$ cat config.mk
export PLATFORM = sky130hd
export DESIGN_NAME = timer16_ctc_prescaled
export DESIGN_NICKNAME = d
export VERILOG_FILES = /design/src/design/tmr16_pkg.sv /design/src/design/timer16_ctc_prescaled.sv
export SDC_FILE = /design/constraint.sdc
export NUM_CORES = 1
export LEC_CHECK = 0
export BUFFER_PORTS_ARGS = -buffer_cell sky130_fd_sc_hd__buf_2
export CAP_MARGIN = 20
export CORE_UTILIZATION = 31
export CTS_CLUSTER_DIAMETER = 100
export DETAILED_ROUTE_END_ITERATION = 7
export GPL_TIMING_DRIVEN = 0
export PLACE_DENSITY = 0.57
export SKIP_CTS_REPAIR_TIMING = 1
export SLEW_MARGIN = 15
export SYNTH_ARGS = -nofsm -noshare
export SYNTH_HDL_FRONTEND = slang
export SYNTH_SLANG_ARGS = --single-unit
$ cat constraint.sdc
create_clock -name i_clk -period 3.66 [get_ports i_clk]
set_input_delay 0 -clock i_clk [delete_from_list [all_inputs] [get_ports i_clk]]
set_output_delay 0 -clock i_clk [all_outputs]
set_load 0.05 [all_outputs]
$ cat src/design/tmr16_pkg.sv
`timescale 1ns / 1ps

package tmr16_pkg;

    // Counter width
    localparam int COUNT_WIDTH = 16;

    // Shared prescaler width
    localparam int PRESCALE_WIDTH = 10;

    // Operation codes
    localparam logic [1:0] OP_TICK  = 2'd0;
    localparam logic [1:0] OP_READ  = 2'd1;
    localparam logic [1:0] OP_WRITE = 2'd2;

    // Register addresses
    localparam logic [2:0] ADDR_CONTROL = 3'd0;
    localparam logic [2:0] ADDR_MASK    = 3'd1;
    localparam logic [2:0] ADDR_FLAGS   = 3'd2;
    localparam logic [2:0] ADDR_COUNTER = 3'd3;
    localparam logic [2:0] ADDR_COMPARE = 3'd4;

    // Clock select codes
    localparam logic [2:0] CS_STOPPED = 3'd0;
    localparam logic [2:0] CS_DIV1    = 3'd1;
    localparam logic [2:0] CS_DIV8    = 3'd2;
    localparam logic [2:0] CS_DIV64   = 3'd3;
    localparam logic [2:0] CS_DIV256  = 3'd4;
    localparam logic [2:0] CS_DIV1024 = 3'd5;
    localparam logic [2:0] CS_PIN_FALL = 3'd6;
    localparam logic [2:0] CS_PIN_RISE = 3'd7;

    // Flag and mask bit positions
    localparam int FLAG_OVF = 0;
    localparam int FLAG_CMP = 1;

    typedef logic [COUNT_WIDTH-1:0] t_count;

endpackage

$ cat src/design/timer16_ctc_prescaled.sv
`timescale 1ns / 1ps

// Timer/counter with clear-on-compare mode and a shared 10-bit prescaler.
// A word accepted sits in the input register, and its result word is written to
// the result register as the word leaves the input stage.
// Throughput: one word per cycle; the input stalls only while the result
// register is full and its receiver stalls.
// Reset (i_rst_n low, synchronous): all timer state to zero, both stages empty.
module timer16_ctc_prescaled (
    input  logic        i_clk,
    input  logic        i_rst_n,
    input  logic        i_in_valid,
    output logic        o_in_stall,
    input  logic [1:0]  i_operation,
    input  logic [2:0]  i_reg_addr,
    input  logic [15:0] i_write_data,
    input  logic        i_pin_level,
    output logic        o_out_valid,
    input  logic        i_out_stall,
    output logic [15:0] o_read_data,
    output logic        o_irq,
    output logic [15:0] o_count_now
);

    localparam int CW = tmr16_pkg::COUNT_WIDTH;
    localparam int PW = tmr16_pkg::PRESCALE_WIDTH;

    // Input stage
    logic        r_in_v;
    logic [1:0]  r_op;
    logic [2:0]  r_addr;
    logic [15:0] r_wdata;
    logic        r_pin;

    // Result stage
    logic        r_out_v;
    logic [15:0] r_rdata;
    logic        r_irq;
    logic [15:0] r_cnt_out;

    // Timer state
    tmr16_pkg::t_count r_counter, n_counter;
    tmr16_pkg::t_count r_compare, n_compare;
    logic              r_ctc, n_ctc;
    logic [2:0]        r_csel, n_csel;
    logic [1:0]        r_mask, n_mask;
    logic [1:0]        r_flags, n_flags;
    logic [PW-1:0]     r_presc, n_presc;
    logic              r_pin_prev, n_pin_prev;

    logic        advance;
    logic        in_accept;
    logic        tick_event;
    logic        match;
    logic [15:0] n_rdata;
    logic [31:0] cnt_wide;
    logic [31:0] cmp_wide;
    logic [31:0] wdata_wide;

    assign advance    = r_in_v && (!r_out_v || !i_out_stall);
    assign o_in_stall = r_in_v && !advance;
    assign in_accept  = i_in_valid && !o_in_stall;

    assign cnt_wide   = 32'(r_counter);
    assign cmp_wide   = 32'(r_compare);
    assign wdata_wide = 32'(i_write_data);

    // Timer clock event for this tick
    always_comb begin
        case (r_csel)
            tmr16_pkg::CS_DIV1:     tick_event = 1'b1;
            tmr16_pkg::CS_DIV8:     tick_event = &r_presc[2:0];
            tmr16_pkg::CS_DIV64:    tick_event = &r_presc[5:0];
            tmr16_pkg::CS_DIV256:   tick_event = &r_presc[7:0];
            tmr16_pkg::CS_DIV1024:  tick_event = &r_presc[9:0];
            tmr16_pkg::CS_PIN_FALL: tick_event = r_pin_prev && !r_pin;
            tmr16_pkg::CS_PIN_RISE: tick_event = !r_pin_prev && r_pin;
            default:                tick_event = 1'b0;
        endcase
    end

    assign match = (r_counter == r_compare);

    // Next state and read data for the word in the input stage
    always_comb begin
        n_counter  = r_counter;
        n_compare  = r_compare;
        n_ctc      = r_ctc;
        n_csel     = r_csel;
        n_mask     = r_mask;
        n_flags    = r_flags;
        n_presc    = r_presc;
        n_pin_prev = r_pin_prev;
        n_rdata    = '0;
        case (r_op)
            tmr16_pkg::OP_TICK: begin
                if (tick_event) begin
                    if (match) begin
                        n_flags[tmr16_pkg::FLAG_CMP] = 1'b1;
                    end
                    if (&r_counter) begin
                        n_flags[tmr16_pkg::FLAG_OVF] = 1'b1;
                        n_counter = '0;
                    end else if (match && r_ctc) begin
                        n_counter = '0;
                    end else begin
                        n_counter = r_counter + 1'b1;
                    end
                end
                n_presc    = r_presc + 1'b1;
                n_pin_prev = r_pin;
            end
            tmr16_pkg::OP_READ: begin
                unique case (r_addr)
                    tmr16_pkg::ADDR_CONTROL: n_rdata = {12'd0, r_ctc, r_csel};
                    tmr16_pkg::ADDR_MASK:    n_rdata = {14'd0, r_mask};
                    tmr16_pkg::ADDR_FLAGS:   n_rdata = {14'd0, r_flags};
                    tmr16_pkg::ADDR_COUNTER: n_rdata = cnt_wide[15:0];
                    tmr16_pkg::ADDR_COMPARE: n_rdata = cmp_wide[15:0];
                    default:                 n_rdata = '0;
                endcase
            end
            tmr16_pkg::OP_WRITE: begin
                unique case (r_addr)
                    tmr16_pkg::ADDR_CONTROL: begin
                        n_csel = r_wdata[2:0];
                        n_ctc  = r_wdata[3];
                    end
                    tmr16_pkg::ADDR_MASK:    n_mask  = r_wdata[1:0];
                    tmr16_pkg::ADDR_FLAGS:   n_flags = r_flags & ~r_wdata[1:0];
                    tmr16_pkg::ADDR_COUNTER: n_counter = CW'(32'(r_wdata));
                    tmr16_pkg::ADDR_COMPARE: n_compare = CW'(32'(r_wdata));
                    default: ;
                endcase
            end
            default: ;
        endcase
    end

    // Input stage register
    always_ff @(posedge i_clk) begin
        if (!i_rst_n) begin
            r_in_v <= 1'b0;
        end else if (in_accept) begin
            r_in_v <= 1'b1;
        end else if (advance) begin
            r_in_v <= 1'b0;
        end
        if (in_accept) begin
            r_op    <= i_operation;
            r_addr  <= i_reg_addr;
            r_wdata <= wdata_wide[15:0];
            r_pin   <= i_pin_level;
        end
    end

    // Timer state, updated as a word leaves the input stage
    always_ff @(posedge i_clk) begin
        if (!i_rst_n) begin
            r_counter  <= '0;
            r_compare  <= '0;
            r_ctc      <= 1'b0;
            r_csel     <= tmr16_pkg::CS_STOPPED;
            r_mask     <= '0;
            r_flags    <= '0;
            r_presc    <= '0;
            r_pin_prev <= 1'b0;
        end else if (advance) begin
            r_counter  <= n_counter;
            r_compare  <= n_compare;
            r_ctc      <= n_ctc;
            r_csel     <= n_csel;
            r_mask     <= n_mask;
            r_flags    <= n_flags;
            r_presc    <= n_presc;
            r_pin_prev <= n_pin_prev;
        end
    end

    // Result register
    always_ff @(posedge i_clk) begin
        if (!i_rst_n) begin
            r_out_v <= 1'b0;
        end else if (advance) begin
            r_out_v <= 1'b1;
        end else if (!i_out_stall) begin
            r_out_v <= 1'b0;
        end
        if (advance) begin
            r_rdata   <= n_rdata;
            r_irq     <= |(n_flags & n_mask);
            r_cnt_out <= 16'(32'(n_counter));
        end
    end

    assign o_out_valid = r_out_v;
    assign o_read_data = r_rdata;
    assign o_irq       = r_irq;
    assign o_count_now = r_cnt_out;

endmodule

# == Word-level counts from Yosys, hierarchy flattened ==
# Index checks and enable logic that the tools add are counted.
# classes
addsub,2
mul,0
div,0
magnitude_cmp,0
n_eq_ne,15
shift,0
muxes,18
bitwise_logic,3
n_reduce_logical,25
# ops
cell,count
one-hot mux 16 bit (5 select lines),1
two-way mux 16 bit,4
one-hot mux 16 bit (2 select lines),1
"adder 16 x 1 -> 16 bit, second input constant",1
== test 16 bit,1
AND reduction 16 bit,1
"== test 3 bit, second input constant",5
"== test 3 x 2 -> 1 bit, second input constant",4
"adder 10 x 1 -> 10 bit, second input constant",1
AND reduction 10 bit,1
AND reduction 3 bit,3
two-way mux 2 bit,4
AND reduction 8 bit,1
one-hot mux 1 bit (7 select lines),1
"== test 3 x 1 -> 1 bit, second input constant",2
logical AND 1 bit,6
logical NOT 1 bit,6
two-way mux 1 bit,6
AND reduction 6 bit,1
AND 2 bit,2
one-hot mux 2 bit (2 select lines),1
logical NOT 3 bit,1
"== test 2 x 1 -> 1 bit, second input constant",1
"== test 2 bit, second input constant",1
other kinds (7),7
# totals
reg_bits,108
latch_bits,0
ram_bits,0
mem_bits_ro,0
in_bits,26
out_inout_bits,35
word_cells,80
mem_count,0

# == Depth between registers and ports, before layout ==
# Gate-level depths: netlist (run 1).
# depth
depth_word,8
mapped_depth,10
depth_no_buf,9

# == Worst setup path after synthesis (run 1) ==
# OpenSTA, ideal clock, no wires.
# synth_timing
path_type,register to register
from,"reg r_out_v, in the netlist o_out_valid"
to,reg r_counter[11]
setup_time_ns,0.072
t_arrival_ns,2.353
t_required_ns,3.588
slack_ns,1.235
path_stages_with_launch,7
n_path_buf,1
period_less_slack_ns,2.425
path_cell_list,dfxtp_1 -> nand2_1 -> nand2_1 -> clkinv_1 -> clkbuf_1 -> o21ai_0 -> a21oi_1
# synth_between
elab_chain_len,3
# synth_lines
element,line,source
from (decl),timer16_ctc_prescaled.sv:36,logic r_out_v;
from (signal assigned),timer16_ctc_prescaled.sv:183,r_out_v <= 1'b0;
from (signal assigned),timer16_ctc_prescaled.sv:185,r_out_v <= 1'b1;
from (signal assigned),timer16_ctc_prescaled.sv:187,r_out_v <= 1'b0;
logical NOT 1 bit,timer16_ctc_prescaled.sv:60,assign advance = r_in_v && (!r_out_v || !i_out_stall);
logical OR 1 bit,timer16_ctc_prescaled.sv:60,
logical AND 1 bit,timer16_ctc_prescaled.sv:60,
net advance,timer16_ctc_prescaled.sv:51,logic advance;
to (signal assigned),timer16_ctc_prescaled.sv:169,r_counter <= n_counter;
to (decl),timer16_ctc_prescaled.sv:42,"tmr16_pkg::t_count r_counter, n_counter;"
# The timed path passes the listed nets, and every way through them passes these cells.
# A chain may end at the register's enable or synchronous reset.

# == Worst setup path in the final report (run 1) ==
# layout_timing
from,reg r_counter[1]
to,"reg r_cnt_out[15], in the netlist o_count_now[15], data pin"
# layout_between
elab_chain_len,6
word_cells_on_any_way,8
classes_between,add/sub (1); eq/ne (1); mux (4); reduce/logical (2)
# layout_lines
element,line,source
branches (longest 3 deep; another with adder 16 x 1 -> 16 bit),-,
two-way mux 16 bit (*),timer16_ctc_prescaled.sv:101,if (&r_counter) begin
two-way mux 16 bit (*),timer16_ctc_prescaled.sv:97,if (tick_event) begin
one-hot mux 16 bit (2 select lines) (*),timer16_ctc_prescaled.sv:95,case (r_op)
net n_counter[15],timer16_ctc_prescaled.sv:42,
to (signal assigned),timer16_ctc_prescaled.sv:192,r_cnt_out <= 16'(32'(n_counter));
to (decl),timer16_ctc_prescaled.sv:39,logic [15:0] r_cnt_out;
# Mark *: on every way through the listed nets, which the timed path passes.

==> results of run 1 <==
-- Yosys cell counts (5+ instances only) --
master	count	area (um^2)
xor2_1	5	43.8
nand2_1	72	270
inv_1	6	22.5
nand3b_1	5	37.5
mux2i_1	8	80.1
a31oi_1	6	37.5
and2_1	8	50.1
buf_2	9	45.0
mux2_2	6	67.6
edfxtp_1	55	1650
nand3_1	12	60.1
a22oi_1	24	180
a21oi_1	37	185
xnor2_1	20	175
o21ai_0	29	145
o31a_1	5	43.8
dfxtp_1	53	1060
nor3_1	10	50.1
nand2b_1	5	31.3
nor2_1	54	203
nand4_1	12	75.1
clkbuf_1	24	90.1
-- flip-flops by register name (all words and copies together) (netlist names), 2 cells and up --
register     flops
o_read_data     16
r_csel           3
o_count_now     16
r_op             2
r_compare       16
r_mask           2
r_presc         10
r_wdata         16
r_counter       16
r_flags          2
r_addr           3
-- critical path: cells and delay by family, from the launching register on --
kind                       cells  cell delay, ps
AOI/OAI and AO/OA              2             550
adders and majority gates      1             260
DFF                            1             500
and+or+nand+nor                5            1740
-- cell type report --
class	instances	area (um^2)	area share, %
Multi-Input combinational cell	390	2330	36.5
Clock buffer	10	250	3.92
Buffer	36	156	2.45
Timing Repair Buffer	86	571	8.95
Tap cell	220	275	4.32
Inverter	8	30.0	0.471
Sequential cell	108	2710	42.5
Clock inverter	6	53.8	0.844
-- routing by layer --
| layer | up-vias | GRT usage, % | part of all wire (%) |
|---|---|---|---|
| li1 | 2179 | - | - |
| met1 | 2170 | 24.4 | 46 |
| met2 | 129 | 30.0 | 47 |
| met3 | 23 | 2.81 | 4.9 |
| met4 | 0 | 8.01 | 2.2 |
| met5 | - | 0 | 0 |
-- report_power, final --
group | total [mW] | internal [mW] | switching [mW]
Clock | 0.993 | 0.515 | 0.478
Sequential | 1.35 | 1.32 | 0.0278
Combinational | 0.310 | 0.0981 | 0.212
Total | 2.65 | 1.93 | 0.718
-- through the flow --
step           setup slack, ps  instance area (um^2)
6_report                   347                  6380
5_1_grt                    197                  6380
4_1_cts                    347                  6130
3_5_place_dp               368                  5820
3_3_place_gp               405                  5790
2_1_floorplan             1230                  5220
-- layout by cell type (no fill, tap or decap), types with 10 or more instances in the layout --
cell and n:
a21oi_1 37, a22oi_1 24, buf_2 69, clkbuf_1 23
clkbuf_16 10, dfxtp_1 53, dlygate4sd3_1 25, edfxtp_1 55
nand2_1 72, nand3_1 12, nand4_1 12, nor2_1 54
nor3_1 10, o21ai_0 29, xnor2_1 20
-- worst paths after layout --
kind                start         endpoint  depth (start not counted)  slack [ps]
min reg2reg    r_pin_prev       r_pin_prev                          2         470
min           i_pin_level            r_pin                          2         340
max reg2reg  r_counter[1]  o_count_now[15]                          8         350
max          r_counter[1]  o_count_now[15]                          8         350
-- cells by family (layout without fill, tap and decap cells) --
| group | after synthesis | count (layout) | synth area share [%] |
|---|---|---|---|
| AO/OA/AOI/OAI | 141 | 141 | 17.7 |
| XOR/XNOR | 25 | 25 | 4.20 |
| flip-flops | 108 | 108 | 52.0 |
| multiplexers | 14 | 14 | 2.83 |
| buffers and inverters | 44 | 146 | 3.55 |
| AND/OR/NAND/NOR | 207 | 207 | 19.0 |
| adder cells (fa/ha/maj) | 3 | 3 | 0.720 |
==> metrics.md, run 1 <==
| Metric | Value |
|---|---|
| Number of failing setup endpoints in the final timing report | 0 |
| Dpl hpwl | 11400 um |
| DIE AREA | between 15000 and 20000 um^2 |
| Routability cong. | between 0.8 and 0.9 |
| Max-cap violation count | 0 |
| Critical Path Max Stage Delay | 900 ps |
| Library cell appearing most often on the critical path | a21oi_1 |
| Setup TNS after final layout | 0 ps |
| Placed Cells incl. Taps | 823 |
| Slew headroom | slightly below 30% |
| Sum of overflow across all layers after global routing | 0 |
| Number of enable-type register cells in the synthesized netlist | 55 |
| Total iterations of the first detailed-routing run | 4 |
| Yosys synthesis warning count | 0 |
| Total core area | approximately 17000 um^2 |
| Root cell of the clock tree | clkbuf_16 |
| Floorplan die width | 132 um |
| Detailed-route DRC error count | 0 |
| Die height | 132 um |
| Pwr per Cell Area | 415 nW/um^2 |
| Status | completed |
| Count of final hold-check violations | 0 |
| Vias in the first global route | 4272 |
| Slowest CP cell | nor4_1 |
| ANT nets after route | 0 |
| CTS Buf Count | 9 |
| Class of the worst hold path | in2reg |
| Final critical delay including setup and external delays | 3310 ps |
| Number of distinct standard cells referenced by the synthesized netlist | 63 |
| Total of fill cells in the finished design | 1654 |
| Clock sink count | 108 |
| Syn Area/Cell | 9.63 um^2 |
| Core occupancy in the finished layout | slightly below 40% |
| Number of antenna violations at the first check in global routing | 0 |
| Area growth from synthesis to final layout | 22.2% |
| I/O pin count | 61 |
| Fraction of layout cells with a size suffix above 1 | roughly 17% |
| Worst ir drop on vdd | between 0.2 and 0.25 mV |
| Worst Tran Pin Value | 1050 ps |
| Final period util | 90.5% |
| Critical path peak fanout | 8 |
| Filler-free cell count of the finished design | 864 |
| Number of nets in the layout | roughly 670 |
| Synth Net Count | 571 |
| Count of input and output buffers | 60 |
| Wirelength, routed | approximately 16000 um |
| FF+latch count, synth | 108 |
| Type of origin of the critical path | register |
| Highest Clock Rate | 302 MHz |
| Number of H-tree levels | 3 |
| Crit-path cells | ha_1 -> nand3_1 -> nor4_1 -> nand2b_1 -> a21oi_1 -> a21oi_1 -> nor2b_1 -> nor3b_1 |
| Instance count of the mapped netlist | 542 |
| Initial drt markers | 410 |
| Via count | 4501 |
| Diodes inserted | 0 |
| Post-route clock skew | between 7 and 8 ps |
| Most used DFF post-synth | edfxtp_1 |
| Number of buffers on the longest clock path | 2 |
| Wire length per cell after detailed routing | 18.1 um |
| Clock network latency to the later pin of the worst-skew pair | 370 ps |
| Global-route wire length before repair | 24200 um |
| CTS tree | done |
| Hold_ws | around 340 ps |
| Synthesized area | roughly 5200 um^2 |
| Critical Path RT | approximately 3800 ps |
| Async set-reset flop share out of synthesis | 0% |
| Leakage Power | 2.20 nW |
| Number of rows in the core area | between 40 and 50 |
| Overall track demand over capacity in global routing | 18.5% |
| Arrival time worst endpoint | around 3400 ps |
| Worst-path clk slew | 80 ps |
| Category of the critical setup timing path | reg2reg |
| Maximum number of pins on one net before global-route repair | 31 |
| Initial core utilization | 31.6% |
| Total Power | 2.65 mW |
| Vias per Instance | around 5.2 |
| Sequential fraction of the synthesis area | 52.0% |
| Worst setup EP type | register |
| Setup repair after global routing missed its margin | false |
| Number of slew-limit violations in the final report | 0 |
No activity file was read; power rests on OpenSTA's default activity.
==> inputs of run 2 (changes only) <==
CORE_UTILIZATION = 30   (was 31)
CTS_CLUSTER_SIZE = 14   (was not set)
PLACE_DENSITY = 0.56   (was 0.57)
SLEW_MARGIN = 10   (was 15)
==> metrics.md, run 2 (same netlist as run 1, synthesis figures left out) <==
| Metric | Value |
|---|---|
| Leading cell type in the layout, fill and taps excluded | nand2_1 |
| Area growth from synthesis to final layout | 22.7% |
| Initial core utilization | 31.1% |
| Diodes inserted | 0 |
| Clock network latency to the later pin of the worst-skew pair | between 300 and 400 ps |
| Footprint of the multi-input gates | 2330 um^2 |
| Number of slew-limit violations in the final report | 0 |
| Overall track demand over capacity in global routing | ~18% |
| Vias per Instance | 5.23 |
| Final critical delay including setup and external delays | 3280 ps |
| Library cell appearing most often on the critical path | a21oi_1 |
| Number of antenna violations at the first check in global routing | 0 |
| Sum of overflow across all layers after global routing | 0 |
| Fraction of layout cells with a size suffix above 1 | 16.8% |
| Status | finished with violations |
| Final design instance area without fill | about 6400 um^2 |
| Vias in the first global route | between 4000 and 5000 |
| Worst-path clk slew | about 70 ps |
| Area occupied by registers | 2710 um^2 |
| Die height | approximately 130 um |
| Worst ir drop on vdd | 0.235 mV |
| Via count | 4510 |
| Placed Cells incl. Taps | about 820 |
| Clock sink count | 108 |
| Setup TNS after final layout | 0 ps |
| Critical path peak fanout | 8 |
| Final period util | 89.7% |
| Total core area | 16800 um^2 |
| Failing checks | negative hold slack |
| Filler-free cell count of the finished design | 863 |
| Cell area after placement | 5820 um^2 |
| Routability cong. | 0.888 |
| Slew headroom | 32.3% |
| Wire length per cell after detailed routing | about 18 um |
| Number of buffers on the longest clock path | 2 |
| Number of rows in the core area | 47 |
| Detailed-route DRC error count | 0 |
| Category of the critical setup timing path | reg2reg |
| Buffers and inverters on the worst path | 0 |
| Critical Path RT | around 3800 ps |
| Root cell of the clock tree | clkbuf_16 |
| Number of nets in the layout | 667 |
| Leakage Power | 2.21 nW |
| Most frequent cells in the layout | nand2_1, buf_2, edfxtp_1, nor2_1, dfxtp_1 |
| Wirelength, routed | 15600 um |
| Worst setup EP type | register |
| Worst Tran Pin Value | 1010 ps |
| Hold_ws | -5.96 ps |
| Type of origin of the critical path | register |
| Post-route clock skew | 11.6 ps |
| CTS Buf Count | 9 |
| Critical Path Max Stage Delay | 870 ps |
| Total iterations of the first detailed-routing run | 5 |
| Dpl hpwl | 11400 um |
| Maximum number of pins on one net before global-route repair | 31 |
| Pwr per Cell Area | approximately 430 nW/um^2 |
| Number of failing setup endpoints in the final timing report | 0 |
| Max-cap violation count | 0 |
| Highest Clock Rate | 305 MHz |
| Initial drt markers | between 300 and 400 |
| Post-layout worst setup margin | about 380 ps |
| Count of final hold-check violations | 1 |
| Slowest CP cell | nor4_1 |
| Arrival time worst endpoint | 3380 ps |
| Global-route wire length before repair | 23700 um |
| Cell family contributing the most delay on the critical path | simple AND/OR/NAND/NOR gates |
| Floorplan die width | 134 um |
| Worst slack at placement | approximately 440 ps |
| Count of input and output buffers | 60 |
| Total of fill cells in the finished design | 1686 |
| Class of the worst hold path | in2reg |
| Crit-path cells | ha_1 -> nand3_1 -> nor4_1 -> nand2b_1 -> a21oi_1 -> a21oi_1 -> nor2b_1 -> nor3b_1 |
| Number of H-tree levels | 3 |
| Setup repair after global routing missed its margin | false |
| I/O pin count | 61 |
| CTS tree | done |
| ANT nets after route | 0 |
| DIE AREA | about 18000 um^2 |
[run 2: through the flow]
step                      hold slack (ps)  power [mW]  util [%]
after floorplan                      98.9        1.56         -
after global placement                179        1.66      34.6
after detailed placement              178        1.66      34.7
after CTS                            -198        2.74      36.8
after global routing                 12.0        2.83      38.2
final                               -5.96        2.74      38.2
[run 2: power breakdown]
part | switching (mW) | internal (mW)
registers | 0.0289 | 1.32
clock network | 0.432 | 0.650
logic | 0.211 | 0.0974
total | 0.673 | 2.07
[run 2: layer usage]
| metal | part of all wire [%] | vias to the layer above | GRT usage [%] |
|---|---|---|---|
| li1 | - | 2165 | - |
| met1 | 46 | 2157 | 22.8 |
| met2 | 45 | 160 | 28.5 |
| met3 | 6.8 | 28 | 4.65 |
| met4 | 2.2 | 0 | 6.31 |
| met5 | 0 | - | 0 |
[run 2: area by class of cell]
class,instances,area share (%)
Multi-Input combinational cell,390,36.3
Tap cell,220,4.30
Timing Repair Buffer,85,8.75
Sequential cell,108,42.4
Clock inverter,2,0.547
Inverter,8,0.469
Clock buffer,14,4.79
Buffer,36,2.44
[run 2: final timing paths]
kind	endpoint	slack [ps]	from	cells after the start
worst max-delay path	o_count_now[15]	380	r_counter[1]	8
worst min register to register	r_pin_prev	470	r_pin_prev	2
worst min-delay path	r_counter[15]	-6	i_rst_n	3
worst max register to register	o_count_now[15]	380	r_counter[1]	8
[run 2: worst min-delay path, cell delays in order]
cell and delay, ps:
buf_2 170, o21ai_0 90, a211oi_1 40
